--- config.mk ---
export PLATFORM = sky130hd
export DESIGN_NAME = active_tween_stepper
export DESIGN_NICKNAME = d
export VERILOG_FILES = /design/src/hw/rtl/ats_pkg.sv /design/src/hw/rtl/active_tween_stepper.sv /design/src/hw/rtl/ats_front.sv /design/src/hw/rtl/ats_cmd_fifo.sv /design/src/hw/rtl/ats_slot_ram.sv /design/src/hw/rtl/ats_back.sv
export SDC_FILE = /design/constraint.sdc
export NUM_CORES = 2
export LEC_CHECK = 0
export BUFFER_PORTS_ARGS = -buffer_cell sky130_fd_sc_hd__buf_2
export CORE_UTILIZATION = 63
export CTS_CLUSTER_SIZE = 40
export DETAILED_ROUTE_END_ITERATION = 8
export PLACE_DENSITY_LB_ADDON = 0.12
export SYNTH_ARGS = -nofsm -noshare
export SYNTH_HDL_FRONTEND = slang
export SYNTH_SLANG_ARGS = --single-unit
--- constraint.sdc ---
create_clock -name clk -period 8.8 [get_ports clk]
set_clock_uncertainty 0.2 [all_clocks]
set_input_delay 1.76 -clock clk [delete_from_list [all_inputs] [get_ports clk]]
set_output_delay 1.76 -clock clk [all_outputs]
set_load 0.005 [all_outputs]
--- src/hw/rtl/ats_pkg.sv ---
// ats_pkg: shared constants, types and codes for the active tween stepper.
// Used by ats_front, ats_cmd_fifo, ats_slot_ram, ats_back and the top level.
`timescale 1ns / 1ps
`default_nettype none
package ats_pkg;

  localparam int SLOTS = 16;
  localparam int IDX_W = (SLOTS > 1) ? $clog2(SLOTS) : 1;
  localparam int CNT_W = $clog2(SLOTS + 1);
  localparam int FIFO_DEPTH = 2;

  localparam logic [15:0] PHASE_GATE_MASK = 16'hff00;

  typedef enum logic {
    CMD_ADD  = 1'b0,
    CMD_TICK = 1'b1
  } cmd_kind_t;

  typedef enum logic [1:0] {
    RES_ADD_OK = 2'd0,
    RES_FULL   = 2'd1,
    RES_WRITE  = 2'd2
  } res_status_t;

  typedef struct packed {
    cmd_kind_t   kind;
    logic [14:0] count;
    logic [15:0] addr;
    logic [31:0] value;
    logic [31:0] delta;
  } cmd_t;

  typedef struct packed {
    logic [15:0] count;
    logic [15:0] target;
    logic [31:0] accum;
    logic [31:0] delta;
  } slot_t;

  typedef struct packed {
    logic             we;
    logic [IDX_W-1:0] waddr;
    slot_t            wdata;
    logic             re_a;
    logic [IDX_W-1:0] raddr_a;
    logic             re_b;
    logic [IDX_W-1:0] raddr_b;
  } ram_req_t;

endpackage
`default_nettype wire

--- src/hw/rtl/active_tween_stepper.sv ---
// Active tween stepper. Add: one result beat per add, registered after the queue. Tick: one write
// beat per active tween, one per cycle once the walk has begun; the back end takes no new command
// while it walks the table (one slot per cycle on the RAM ports).
// Gated ticks never reach the back end. A two-deep queue decouples intake; busy means it is full.
// Reset (synchronous, rst_n low) empties the queue and the table; slot RAM is not cleared.
`timescale 1ns / 1ps
`default_nettype none
module active_tween_stepper (
  input  wire logic               clk,
  input  wire logic               rst_n,
  input  wire logic               start,
  output logic                    busy,
  input  wire logic               in_kind,
  input  wire logic [15:0]        in_phase,
  input  wire logic [14:0]        in_count_init,
  input  wire logic [15:0]        in_dest_addr,
  input  wire logic [31:0]        in_start_value,
  input  wire logic signed [31:0] in_delta,
  output logic                    out_valid,
  output logic [1:0]              out_status,
  output logic [15:0]             out_write_addr,
  output logic signed [15:0]      out_write_value,
  output logic                    out_expired,
  output logic                    out_last
);
  import ats_pkg::*;

  logic        fifo_full;
  logic        fifo_valid;
  logic        push;
  logic        pop;
  cmd_t        push_cmd;
  cmd_t        head;
  ram_req_t    ram_req;
  slot_t       rd_a;
  slot_t       rd_b;
  logic [15:0] write_value;

  ats_front u_front (
    .start          (start),
    .busy           (busy),
    .in_kind        (in_kind),
    .in_phase       (in_phase),
    .in_count_init  (in_count_init),
    .in_dest_addr   (in_dest_addr),
    .in_start_value (in_start_value),
    .in_delta       ($unsigned(in_delta)),
    .fifo_full      (fifo_full),
    .push           (push),
    .push_cmd       (push_cmd)
  );

  ats_cmd_fifo u_fifo (
    .clk      (clk),
    .rst_n    (rst_n),
    .push     (push),
    .push_cmd (push_cmd),
    .pop      (pop),
    .full     (fifo_full),
    .valid    (fifo_valid),
    .head     (head)
  );

  ats_slot_ram u_ram (
    .clk  (clk),
    .req  (ram_req),
    .rd_a (rd_a),
    .rd_b (rd_b)
  );

  ats_back u_back (
    .clk             (clk),
    .rst_n           (rst_n),
    .fifo_valid      (fifo_valid),
    .head            (head),
    .pop             (pop),
    .ram_req         (ram_req),
    .rd_a            (rd_a),
    .rd_b            (rd_b),
    .out_valid       (out_valid),
    .out_status      (out_status),
    .out_write_addr  (out_write_addr),
    .out_write_value (write_value),
    .out_expired     (out_expired),
    .out_last        (out_last)
  );

  assign out_write_value = $signed(write_value);

endmodule
`default_nettype wire

--- src/hw/rtl/ats_front.sv ---
// ats_front: accepts input beats, classifies them and drops gated ticks.
// Depends on ats_pkg; feeds ats_cmd_fifo.
`timescale 1ns / 1ps
`default_nettype none
module ats_front (
  input  wire logic          start,
  output logic               busy,
  input  wire logic          in_kind,
  input  wire logic [15:0]   in_phase,
  input  wire logic [14:0]   in_count_init,
  input  wire logic [15:0]   in_dest_addr,
  input  wire logic [31:0]   in_start_value,
  input  wire logic [31:0]   in_delta,
  input  wire logic          fifo_full,
  output logic               push,
  output ats_pkg::cmd_t      push_cmd
);
  import ats_pkg::*;

  logic accept;
  logic gated;

  assign busy   = fifo_full;
  assign accept = start && !fifo_full;
  // a tick with a nonzero phase high byte does nothing at all
  assign gated  = (cmd_kind_t'(in_kind) == CMD_TICK) && ((in_phase & PHASE_GATE_MASK) != 16'd0);
  assign push   = accept && !gated;

  always_comb begin
    push_cmd.kind  = cmd_kind_t'(in_kind);
    push_cmd.count = in_count_init;
    push_cmd.addr  = in_dest_addr;
    push_cmd.value = in_start_value;
    push_cmd.delta = in_delta;
  end

endmodule
`default_nettype wire

--- src/hw/rtl/ats_cmd_fifo.sv ---
// ats_cmd_fifo: two-entry command queue between front and back.
// Depends on ats_pkg.
`timescale 1ns / 1ps
`default_nettype none
module ats_cmd_fifo (
  input  wire logic          clk,
  input  wire logic          rst_n,
  input  wire logic          push,
  input  wire ats_pkg::cmd_t push_cmd,
  input  wire logic          pop,
  output logic               full,
  output logic               valid,
  output ats_pkg::cmd_t      head
);
  import ats_pkg::*;

  cmd_t       mem_r [FIFO_DEPTH];
  logic       wr_ptr_r, wr_ptr_nxt;
  logic       rd_ptr_r, rd_ptr_nxt;
  logic [1:0] fill_r, fill_nxt;

  assign full  = (fill_r == 2'(FIFO_DEPTH));
  assign valid = (fill_r != 2'd0);
  assign head  = mem_r[rd_ptr_r];

  always_comb begin
    wr_ptr_nxt = push ? ~wr_ptr_r : wr_ptr_r;
    rd_ptr_nxt = pop ? ~rd_ptr_r : rd_ptr_r;
    fill_nxt   = fill_r + 2'(push) - 2'(pop);
  end

  always_ff @(posedge clk) begin
    if (!rst_n) begin
      wr_ptr_r <= 1'b0;
      rd_ptr_r <= 1'b0;
      fill_r   <= 2'd0;
    end else begin
      wr_ptr_r <= wr_ptr_nxt;
      rd_ptr_r <= rd_ptr_nxt;
      fill_r   <= fill_nxt;
    end
  end

  always_ff @(posedge clk) begin
    if (push) begin
      mem_r[wr_ptr_r] <= push_cmd;
    end
  end

endmodule
`default_nettype wire

--- src/hw/rtl/ats_slot_ram.sv ---
// ats_slot_ram: tween slot memory, one write port, two registered read ports.
// Depends on ats_pkg.
`timescale 1ns / 1ps
`default_nettype none
module ats_slot_ram (
  input  wire logic              clk,
  input  wire ats_pkg::ram_req_t req,
  output ats_pkg::slot_t         rd_a,
  output ats_pkg::slot_t         rd_b
);
  import ats_pkg::*;

  slot_t mem [SLOTS];
  slot_t rd_a_r;
  slot_t rd_b_r;

  assign rd_a = rd_a_r;
  assign rd_b = rd_b_r;

  always_ff @(posedge clk) begin
    if (req.we) begin
      mem[req.waddr] <= req.wdata;
    end
    if (req.re_a) begin
      rd_a_r <= mem[req.raddr_a];
    end
    if (req.re_b) begin
      rd_b_r <= mem[req.raddr_b];
    end
  end

endmodule
`default_nettype wire

--- src/hw/rtl/ats_back.sv ---
// ats_back: executes queued commands; appends tweens and walks the table on ticks.
// Depends on ats_pkg; drives ats_slot_ram and the result registers.
`timescale 1ns / 1ps
`default_nettype none
module ats_back (
  input  wire logic          clk,
  input  wire logic          rst_n,
  input  wire logic          fifo_valid,
  input  wire ats_pkg::cmd_t head,
  output logic               pop,
  output ats_pkg::ram_req_t  ram_req,
  input  wire ats_pkg::slot_t rd_a,
  input  wire ats_pkg::slot_t rd_b,
  output logic               out_valid,
  output logic [1:0]         out_status,
  output logic [15:0]        out_write_addr,
  output logic [15:0]        out_write_value,
  output logic               out_expired,
  output logic               out_last
);
  import ats_pkg::*;

  typedef enum logic {
    S_IDLE,
    S_WALK
  } state_t;

  state_t           state_r, state_nxt;
  logic [CNT_W-1:0] total_r, total_nxt;
  logic [IDX_W-1:0] idx_r, idx_nxt;
  // cur: slot at idx, lst: slot at total-1; either fresh from RAM or held
  logic             cur_mem_r, cur_mem_nxt;
  logic             lst_mem_r, lst_mem_nxt;
  slot_t            cur_hold_r, cur_hold_nxt;
  slot_t            lst_hold_r, lst_hold_nxt;
  logic             valid_r, valid_nxt;
  res_status_t      status_r, status_nxt;
  logic [15:0]      addr_r, addr_nxt;
  logic [15:0]      value_r, value_nxt;
  logic             expired_r, expired_nxt;
  logic             last_r, last_nxt;

  slot_t            cur, lst, cur_upd;
  logic [15:0]      cnt_dec;
  logic             gone;
  logic             cont;
  logic             full;
  logic [CNT_W-1:0] new_last;

  assign cur      = cur_mem_r ? rd_a : cur_hold_r;
  assign lst      = lst_mem_r ? rd_b : lst_hold_r;
  assign cnt_dec  = cur.count - 16'd1;
  assign gone     = cnt_dec[15];
  // same test whether the slot stays or is replaced by the last one
  assign cont     = (CNT_W'(idx_r) + CNT_W'(1)) < total_r;
  assign full     = (total_r == CNT_W'(SLOTS));
  assign new_last = total_r - CNT_W'(2);

  always_comb begin
    cur_upd        = cur;
    cur_upd.count  = cnt_dec;
    cur_upd.accum  = cur.accum + cur.delta;
  end

  always_comb begin
    state_nxt    = state_r;
    total_nxt    = total_r;
    idx_nxt      = idx_r;
    cur_mem_nxt  = cur_mem_r;
    lst_mem_nxt  = lst_mem_r;
    cur_hold_nxt = cur;
    lst_hold_nxt = lst;
    valid_nxt    = 1'b0;
    status_nxt   = RES_ADD_OK;
    addr_nxt     = 16'd0;
    value_nxt    = 16'd0;
    expired_nxt  = 1'b0;
    last_nxt     = 1'b0;
    pop          = 1'b0;
    ram_req      = '0;

    case (state_r)
      S_IDLE: begin
        if (fifo_valid) begin
          pop = 1'b1;
          if (head.kind == CMD_ADD) begin
            valid_nxt = 1'b1;
            last_nxt  = 1'b1;
            if (full) begin
              status_nxt = RES_FULL;
            end else begin
              ram_req.we           = 1'b1;
              ram_req.waddr        = total_r[IDX_W-1:0];
              ram_req.wdata.count  = {1'b0, head.count};
              ram_req.wdata.target = head.addr;
              ram_req.wdata.accum  = head.value;
              ram_req.wdata.delta  = head.delta;
              total_nxt            = total_r + CNT_W'(1);
            end
          end else if (total_r != '0) begin
            ram_req.re_a    = 1'b1;
            ram_req.raddr_a = '0;
            ram_req.re_b    = 1'b1;
            ram_req.raddr_b = IDX_W'(total_r - CNT_W'(1));
            idx_nxt         = '0;
            cur_mem_nxt     = 1'b1;
            lst_mem_nxt     = 1'b1;
            state_nxt       = S_WALK;
          end
        end
      end
      S_WALK: begin
        valid_nxt     = 1'b1;
        status_nxt    = RES_WRITE;
        addr_nxt      = cur.target;
        value_nxt     = cur.accum[31:16];
        expired_nxt   = gone;
        last_nxt      = !cont;
        ram_req.we    = 1'b1;
        ram_req.waddr = idx_r;
        if (gone) begin
          ram_req.wdata = lst;
          total_nxt     = total_r - CNT_W'(1);
          cur_hold_nxt  = lst;
          cur_mem_nxt   = 1'b0;
          // new last slot is the one being overwritten right now: keep the copy
          if (new_last == CNT_W'(idx_r)) begin
            lst_mem_nxt = 1'b0;
          end else begin
            ram_req.re_b    = 1'b1;
            ram_req.raddr_b = new_last[IDX_W-1:0];
            lst_mem_nxt     = 1'b1;
          end
        end else begin
          ram_req.wdata   = cur_upd;
          idx_nxt         = IDX_W'(CNT_W'(idx_r) + CNT_W'(1));
          ram_req.re_a    = 1'b1;
          ram_req.raddr_a = IDX_W'(CNT_W'(idx_r) + CNT_W'(1));
          cur_mem_nxt     = 1'b1;
          lst_mem_nxt     = 1'b0;
        end
        if (!cont) begin
          state_nxt = S_IDLE;
        end
      end
      default: begin
        state_nxt = S_IDLE;
      end
    endcase
  end

  always_ff @(posedge clk) begin
    if (!rst_n) begin
      state_r   <= S_IDLE;
      total_r   <= '0;
      valid_r   <= 1'b0;
      cur_mem_r <= 1'b0;
      lst_mem_r <= 1'b0;
    end else begin
      state_r   <= state_nxt;
      total_r   <= total_nxt;
      valid_r   <= valid_nxt;
      cur_mem_r <= cur_mem_nxt;
      lst_mem_r <= lst_mem_nxt;
    end
    idx_r      <= idx_nxt;
    cur_hold_r <= cur_hold_nxt;
    lst_hold_r <= lst_hold_nxt;
    status_r   <= status_nxt;
    addr_r     <= addr_nxt;
    value_r    <= value_nxt;
    expired_r  <= expired_nxt;
    last_r     <= last_nxt;
  end

  assign out_valid       = valid_r;
  assign out_status      = status_r;
  assign out_write_addr  = addr_r;
  assign out_write_value = value_r;
  assign out_expired     = expired_r;
  assign out_last        = last_r;

  a_total_bound: assert property (@(posedge clk) disable iff (!rst_n)
    total_r <= CNT_W'(SLOTS))
    else $error("active total beyond slot count");

  a_walk_emits: assert property (@(posedge clk) disable iff (!rst_n)
    state_r == S_WALK |=> valid_r && status_r == RES_WRITE)
    else $error("walk step without a write beat");

  a_full_keeps: assert property (@(posedge clk) disable iff (!rst_n)
    (state_r == S_IDLE && fifo_valid && head.kind == CMD_ADD && full) |=>
      (total_r == $past(total_r) && status_r == RES_FULL))
    else $error("full add changed the table");

  a_expire_drops: assert property (@(posedge clk) disable iff (!rst_n)
    (state_r == S_WALK && gone) |=> total_r == $past(total_r) - CNT_W'(1))
    else $error("expired tween not removed");

  a_no_pop_walk: assert property (@(posedge clk) disable iff (!rst_n)
    state_r == S_WALK |-> !pop)
    else $error("queue popped during walk");

endmodule
`default_nettype wire
Word level (Yosys, flattened, before mapping)
Memory sizes are Yosys's and may differ from the RTL's. A register that Yosys moved wholly into a read port is not among the register bits. Index checks and enable logic that the tools add are counted.

Eq/ne operators: 10. Reductions and logical operators: 12. Add/subtract/negate cells: 8. Bitwise operators: 3. Multiplexer cells: 53. Magnitude comparators: 1.

Operators by type and width (number): $mux 96 (5); $pmux 111 s2 (1); $mux 101 (2); $mux 111 (1); $mux 5 (7); $add 32x32->32 (1); $mux 1 (22); $mux 10 (2); $mux 4 (4); $reduce_bool 16->1 (1); $sub 16x1->16 const B (1); $ne 2x2->1 const B (5); $pmux 1 s2 (5); $pmux 5 s2 (1); $pmux 4 s2 (1); $reduce_and 4->1 (2); $add 4x1->5 const B (1); $add 5x1->5 const B (1); $eq 5x4->1 (1); $eq 5x5->1 const B (1); $lt 5x5->1 (1); $reduce_bool 5->1 (1); $sub 5x1->5 const B (1); $sub 5x2->5 const B (1); 11 further kinds (18).

Bits in registers: 245. Memories kept: 2. Word-level logic and storage cells: 111. Input port bits: 115. Memory bits (writable): 1728. Output and inout bits: 38.

Memory list: u_ram.mem (depth 16, bits a word 96, rd ports 2, clocked after memory_dff 2, write ports 1, RTL line ats_slot_ram.sv:13) `slot_t mem [SLOTS];`; u_fifo.mem_r (depth 2, bits a word 96, rd ports 1, clocked after memory_dff 1, write ports 1, RTL line ats_cmd_fifo.sv:17) `cmd_t mem_r [FIFO_DEPTH];`.

Logic depth before layout (Yosys ltp)
Depth after elaboration: 7. Mapped depth: 18.

By module
Synthesis repeated with hierarchy kept, for this count alone.

Cell total of the unflattened synthesis: 5287. Area, all modules: 95519.1 µm².

Modules (own cells, without submodules): ats_slot_ram (seq. area each 51889.8 µm², cells each 3361, area an instance 74348.8 µm², times used 1); ats_back (seq. area each 4864.7 µm², cells each 1504, area an instance 13058.8 µm², times used 1); ats_cmd_fifo (seq. area each 5865.6 µm², cells each 320, area an instance 7355.8 µm², times used 1); ats_front (seq. area each 0.0 µm², cells each 102, area an instance 755.7 µm², times used 1).

Least setup slack after synthesis
OpenSTA, ideal clock, no wires.

Path kind: input-to-reg. Start point: input port in_phase[13]. End point: memory u_fifo.mem_r[0][0] (netlist bit), enable pin. Setup slack: 1.440 ns. Buffers on the path: 0. Arrival: 6.607 ns. Cell stages on the path: 4. Library setup time: 0.553 ns. Cells stage by stage: or4_1 -> o21ai_0 -> nand3b_1 -> nor2_1.

Longest elaborated chain between the ends: 6.

RTL lines: from (decl) (RTL line active_tween_stepper.sv:14) `input wire logic [15:0] in_phase,`; $reduce_bool 16->1 (RTL line ats_front.sv:26) `assign gated = (cmd_kind_t'(in_kind) == CMD_TICK) && ((in_phase & PHASE_GATE_MASK) != 16'd0);`; $logic_and 1x1->1 (RTL line ats_front.sv:26); $logic_not 1->1 (RTL line ats_front.sv:27) `assign push = accept && !gated;`; $logic_and 1x1->1 (RTL line ats_front.sv:27); $mux 1 (RTL line ats_cmd_fifo.sv:45) `if (push) begin`; $mux 1 (not written as such) (RTL line ats_cmd_fifo.sv:46) `mem_r[wr_ptr_r] <= push_cmd;`; to (decl) (RTL line ats_cmd_fifo.sv:17).

No other way between the ends.

==> run summary <==
The flow ran to the end, and the final reports show no timing, DRC or antenna violations. Setup repair after global routing left no endpoint under its margin. The net switching power is 10.66 mW.

The post-route cell area is 0.1087 sq mm. The via density per instance came out at approximately 6.9. The leftover overflow at the end of global routing came out at 0. The cell leakage power is 40.67 nW.

The number of buffers added to fix hold violations after cts came out at 0. The most used flip-flop cell after synthesis is edfxtp_1. The number of hold violations in the final report came out at 0. The remaining antenna violation count after routing is 0. Buffers inserted during clock tree synthesis total 211. The total iterations of the first detailed-routing run is 9. The first-iteration detailed-routing DRC count came out at ~13000. The worst setup path is captured at a register.

The H-tree depth reported by CTS is 4. The switching part of the total came out at 33.37%. The count of cells in the finished layout, fillers not included, comes to 10980.

The via count of the first global-routing pass is 73454. Of the cells placed in the final design, the portion with a size suffix greater than 1 is 9.365%. The worst setup path is launched from a register. The boundary pin count came out at 153. The share of the clock period used by the worst path after layout came out at 77.28%. The full die area came out at around 0.16 sq mm.

The first global-routing pass estimated about 460000 um of wire. The final count of pins violating max slew came to 0. The reg-to-reg startpoint is u_back.cur_mem_r$_SDFFE_PN0P_. The post-placement cell area came out at 0.1017 sq mm.

The remaining design rule violation count is 0. The number of setup buffers added after CTS is 0. The clock-pin slew of the registers on the worst-case setup and hold paths came out at ~0.060 ns. The clock insertion delay at the later pin of the skew report came out at 0.85 ns.

The average instance area after synthesis is 11.19 sq um. The register share of total power is between 40% and 50%. Wires add up to ~320000 um. The library cell used most frequently in the layout, excluding fill and tap cells, is nand2_1. The critical path is of the reg2reg type.

The area growth from synthesis to layout came out at 9.503%. Of the synthesized area, sequential elements account for between 60% and 70%. The post-detailed-route wirelength per cell came out at 28.92 um. Synthesis handed over a netlist of 8875 instances. The hold-critical path depth is 2. The arrival time reported for the critical path endpoint is 7.18 ns. TritonCTS built the clock tree. The depth of the worst register-to-register path is 11.

The net count after synthesis is 9037. Summing every instance area after synthesis gives 0.09931 sq mm. The power density normalized to cell area came out at around 290 mW/mm^2.

In this run the deepest clock path goes through 3 buffers. The maximum ir drop on the vdd rail came out at roughly 0.32 mV. The total number of placement rows came out at 145. The part of the total power dissipated in the clock network came out at 28.5%. The maximum net fanout on the critical path is between 60 and 70.

The number of clock sinks came out at 2166. Counting flops with a built-in enable in the synthesized netlist gives 1924. The number of placed instances, taps included is 10573. The maximum frequency from static timing analysis is 0.1470 GHz. The congestion estimate from routability-driven global placement came to approximately 0.86.

The die boundary width is 399.0 um. The distinct cell type count after synthesis came out at 74. The initial antenna violation count is 13.

The proportion of synthesized flip-flops having asynchronous set or reset is 0%. The relative slew slack is 10.16%. The pin count of the biggest net entering global routing is slightly below 200. The utilization after layout is between 60 and 70%.

The final critical-path setup slack is 1.999 ns. The die outline height came out at about 400 um. The path with the worst hold slack has its endpoint at u_back.lst_hold_r[34]$_DFF_P_.

The number of buffers inserted by port buffering is 144. The clock period minus final worst setup slack is 6.801 ns. The number of vias after detailed routing came out at about 76000. The number of maximum-capacitance constraint violations came out at 0. The effective utilization at floorplan is 63.50%.

At the worst endpoint, the required time is 9.18 ns. The number of nets at the end of the flow came out at 8890. The placeable core region is 0.1564 sq mm. In this run the critical register-to-register path is captured at u_ram.rd_b[14]$_DFFE_PP_. The internal portion of total power is 21.29 mW. The path class of the tightest hold or removal check is reg2reg. The count of fill cells added during filler insertion came out at 10939. Synthesis inferred 2166 register bits. The tree is rooted in a clkbuf_16. Across every metal layer, demand over resource in global routing totals 39.24%. The post-CTS resize count is 0. The post-place setup slack is 2.279 ns. Detailed placement finished with a half-perimeter wire length of 157000 um. Summed over all failing endpoints, the final setup total negative slack is 0 ns.

Setup violations remaining at the end of the flow were counted as 0. The startpoint identified for the worst hold timing path is u_back.lst_hold_r[34]$_DFF_P_. The count of synthesis-stage warnings from yosys came out at 0.

The part of the power in combinational logic came out at 29.5%. At the pin with the least slew margin, the transition time is about 1.3 ns. Across all register-to-register paths, the minimum setup slack is 2.00 ns. Leaving out fill and tap cells, the most frequent cells in the layout are 2514 x nand2_1, 1924 x edfxtp_1, 1087 x nand3_1.
## critical path, cell delays in order (launching register included)
cell and delay (ns):
dfxtp_4 0.71, buf_4 0.71, mux2i_1 0.72, nor2b_1 0.30, a31oi_1 0.27, or3_4 0.52
nand2_8 0.79, o211ai_1 0.42, nand2_4 0.88, buf_12 0.50, o32ai_1 0.18, a221o_1 0.28
## how the worst max path moves through the flow
stage	start	to	cells past startpoint
floorplan	in_phase[13]	u_fifo.mem_r[0][0]$_DFFE_PP_	4
global placement	u_back.cur_mem_r$_SDFFE_PN0P_	u_ram.rd_b[24]$_DFFE_PP_	11
detailed placement	u_back.cur_mem_r$_SDFFE_PN0P_	u_ram.rd_b[14]$_DFFE_PP_	11
CTS	u_back.cur_mem_r$_SDFFE_PN0P_	u_ram.rd_b[14]$_DFFE_PP_	11
global route	u_back.cur_mem_r$_SDFFE_PN0P_	u_ram.mem[12][59]$_DFFE_PP_	12
finish	u_back.cur_mem_r$_SDFFE_PN0P_	u_ram.rd_b[14]$_DFFE_PP_	11
## synth_stat cells, types with 54 or more instances
cell type / count / share of area, %
a31oi_1: 116 / 0.73
nand3_1: 1087 / 5.5
a21oi_1: 278 / 1.4
a221oi_1: 87 / 0.77
and3_1: 61 / 0.38
buf_1: 54 / 0.20
a32oi_1: 83 / 0.73
mux2_2: 157 / 1.8
clkbuf_1: 290 / 1.1
buf_2: 300 / 1.5
nor2_1: 329 / 1.2
a311oi_1: 84 / 0.74
o221ai_1: 94 / 0.83
edfxtp_1: 1924 / 58
mux2i_1: 618 / 6.2
nand2_1: 2524 / 9.5
dfxtp_1: 242 / 4.9
## routing by layer
layer  vias up  wire length, um  GRT usage, %  share of wire (%)
met3      1241            48070         9.151                 15
met1     36187           114000         53.63                 36
met2      6624           139000         59.50                 44
li1      32120                -             -                  -
met4         8            16370         19.08                5.2
met5         -               56             0              0.018
## sequential cells by signal (all words and copies together), names as in the netlist, named ones only
register                cells
u_back.cur_hold_r          96
u_back.cur_mem_r            1
u_back.idx_r                4
u_back.lst_hold_r          96
u_back.lst_mem_r            1
u_back.out_expired          1
u_back.out_last             1
u_back.out_status           2
u_back.out_valid            1
u_back.out_write_addr      16
u_back.out_write_value     16
u_back.state_r              1
u_back.total_r              5
u_fifo.fill_r               2
u_fifo.mem_r              192
u_fifo.rd_ptr_r             1
u_fifo.wr_ptr_r             1
u_ram.mem                1536
u_ram.rd_a                 96
u_ram.rd_b                 96
## cell families after synthesis
logic type               after synthesis  share of synthesized area (%)
multiplexers                         778                          8.043
AO/OA/AOI/OAI                       1011                          7.286
AND/OR/NAND/NOR                     4106                          17.35
adder cells (fa/ha/maj)               47                         0.5997
buffers and inverters                715                          3.209
XOR/XNOR                              52                         0.4586
flip-flops                          2166                          63.06
## through the flow
step                total power [mW]  hold WS (ns)
detailed placement             22.64        0.2623
CTS                            31.62        0.2780
global route                   32.96        0.2963
global placement               22.39        0.2590
finish                         31.96        0.2779
floorplan                      19.56        0.1634
## layout make-up
class | count | area, sq um | share of cell area [%]
Clock inverter | 85 | 879.6 | 0.8089
Clock buffer | 316 | 6132 | 5.639
Multi-Input combinational cell | 5994 | 33790 | 31.07
Tap cell | 2058 | 2575 | 2.368
Timing Repair Buffer | 309 | 2535 | 2.331
Sequential cell | 2166 | 62630 | 57.60
Antenna cell | 6 | 15.01 | 0.01381
Inverter | 46 | 187.7 | 0.1726
## power groups by stage
stage                     logic (mW)  registers [mW]  clock network, mW
after global placement          8.86            13.5                  0
after global routing            9.96            13.5               9.54
after floorplan                 6.09            13.5                  0
final                           9.44            13.4               9.12
after detailed placement        9.06            13.6                  0
after CTS                       9.11            13.4               9.13
Note: power is estimated with default switching activity, not from simulation.
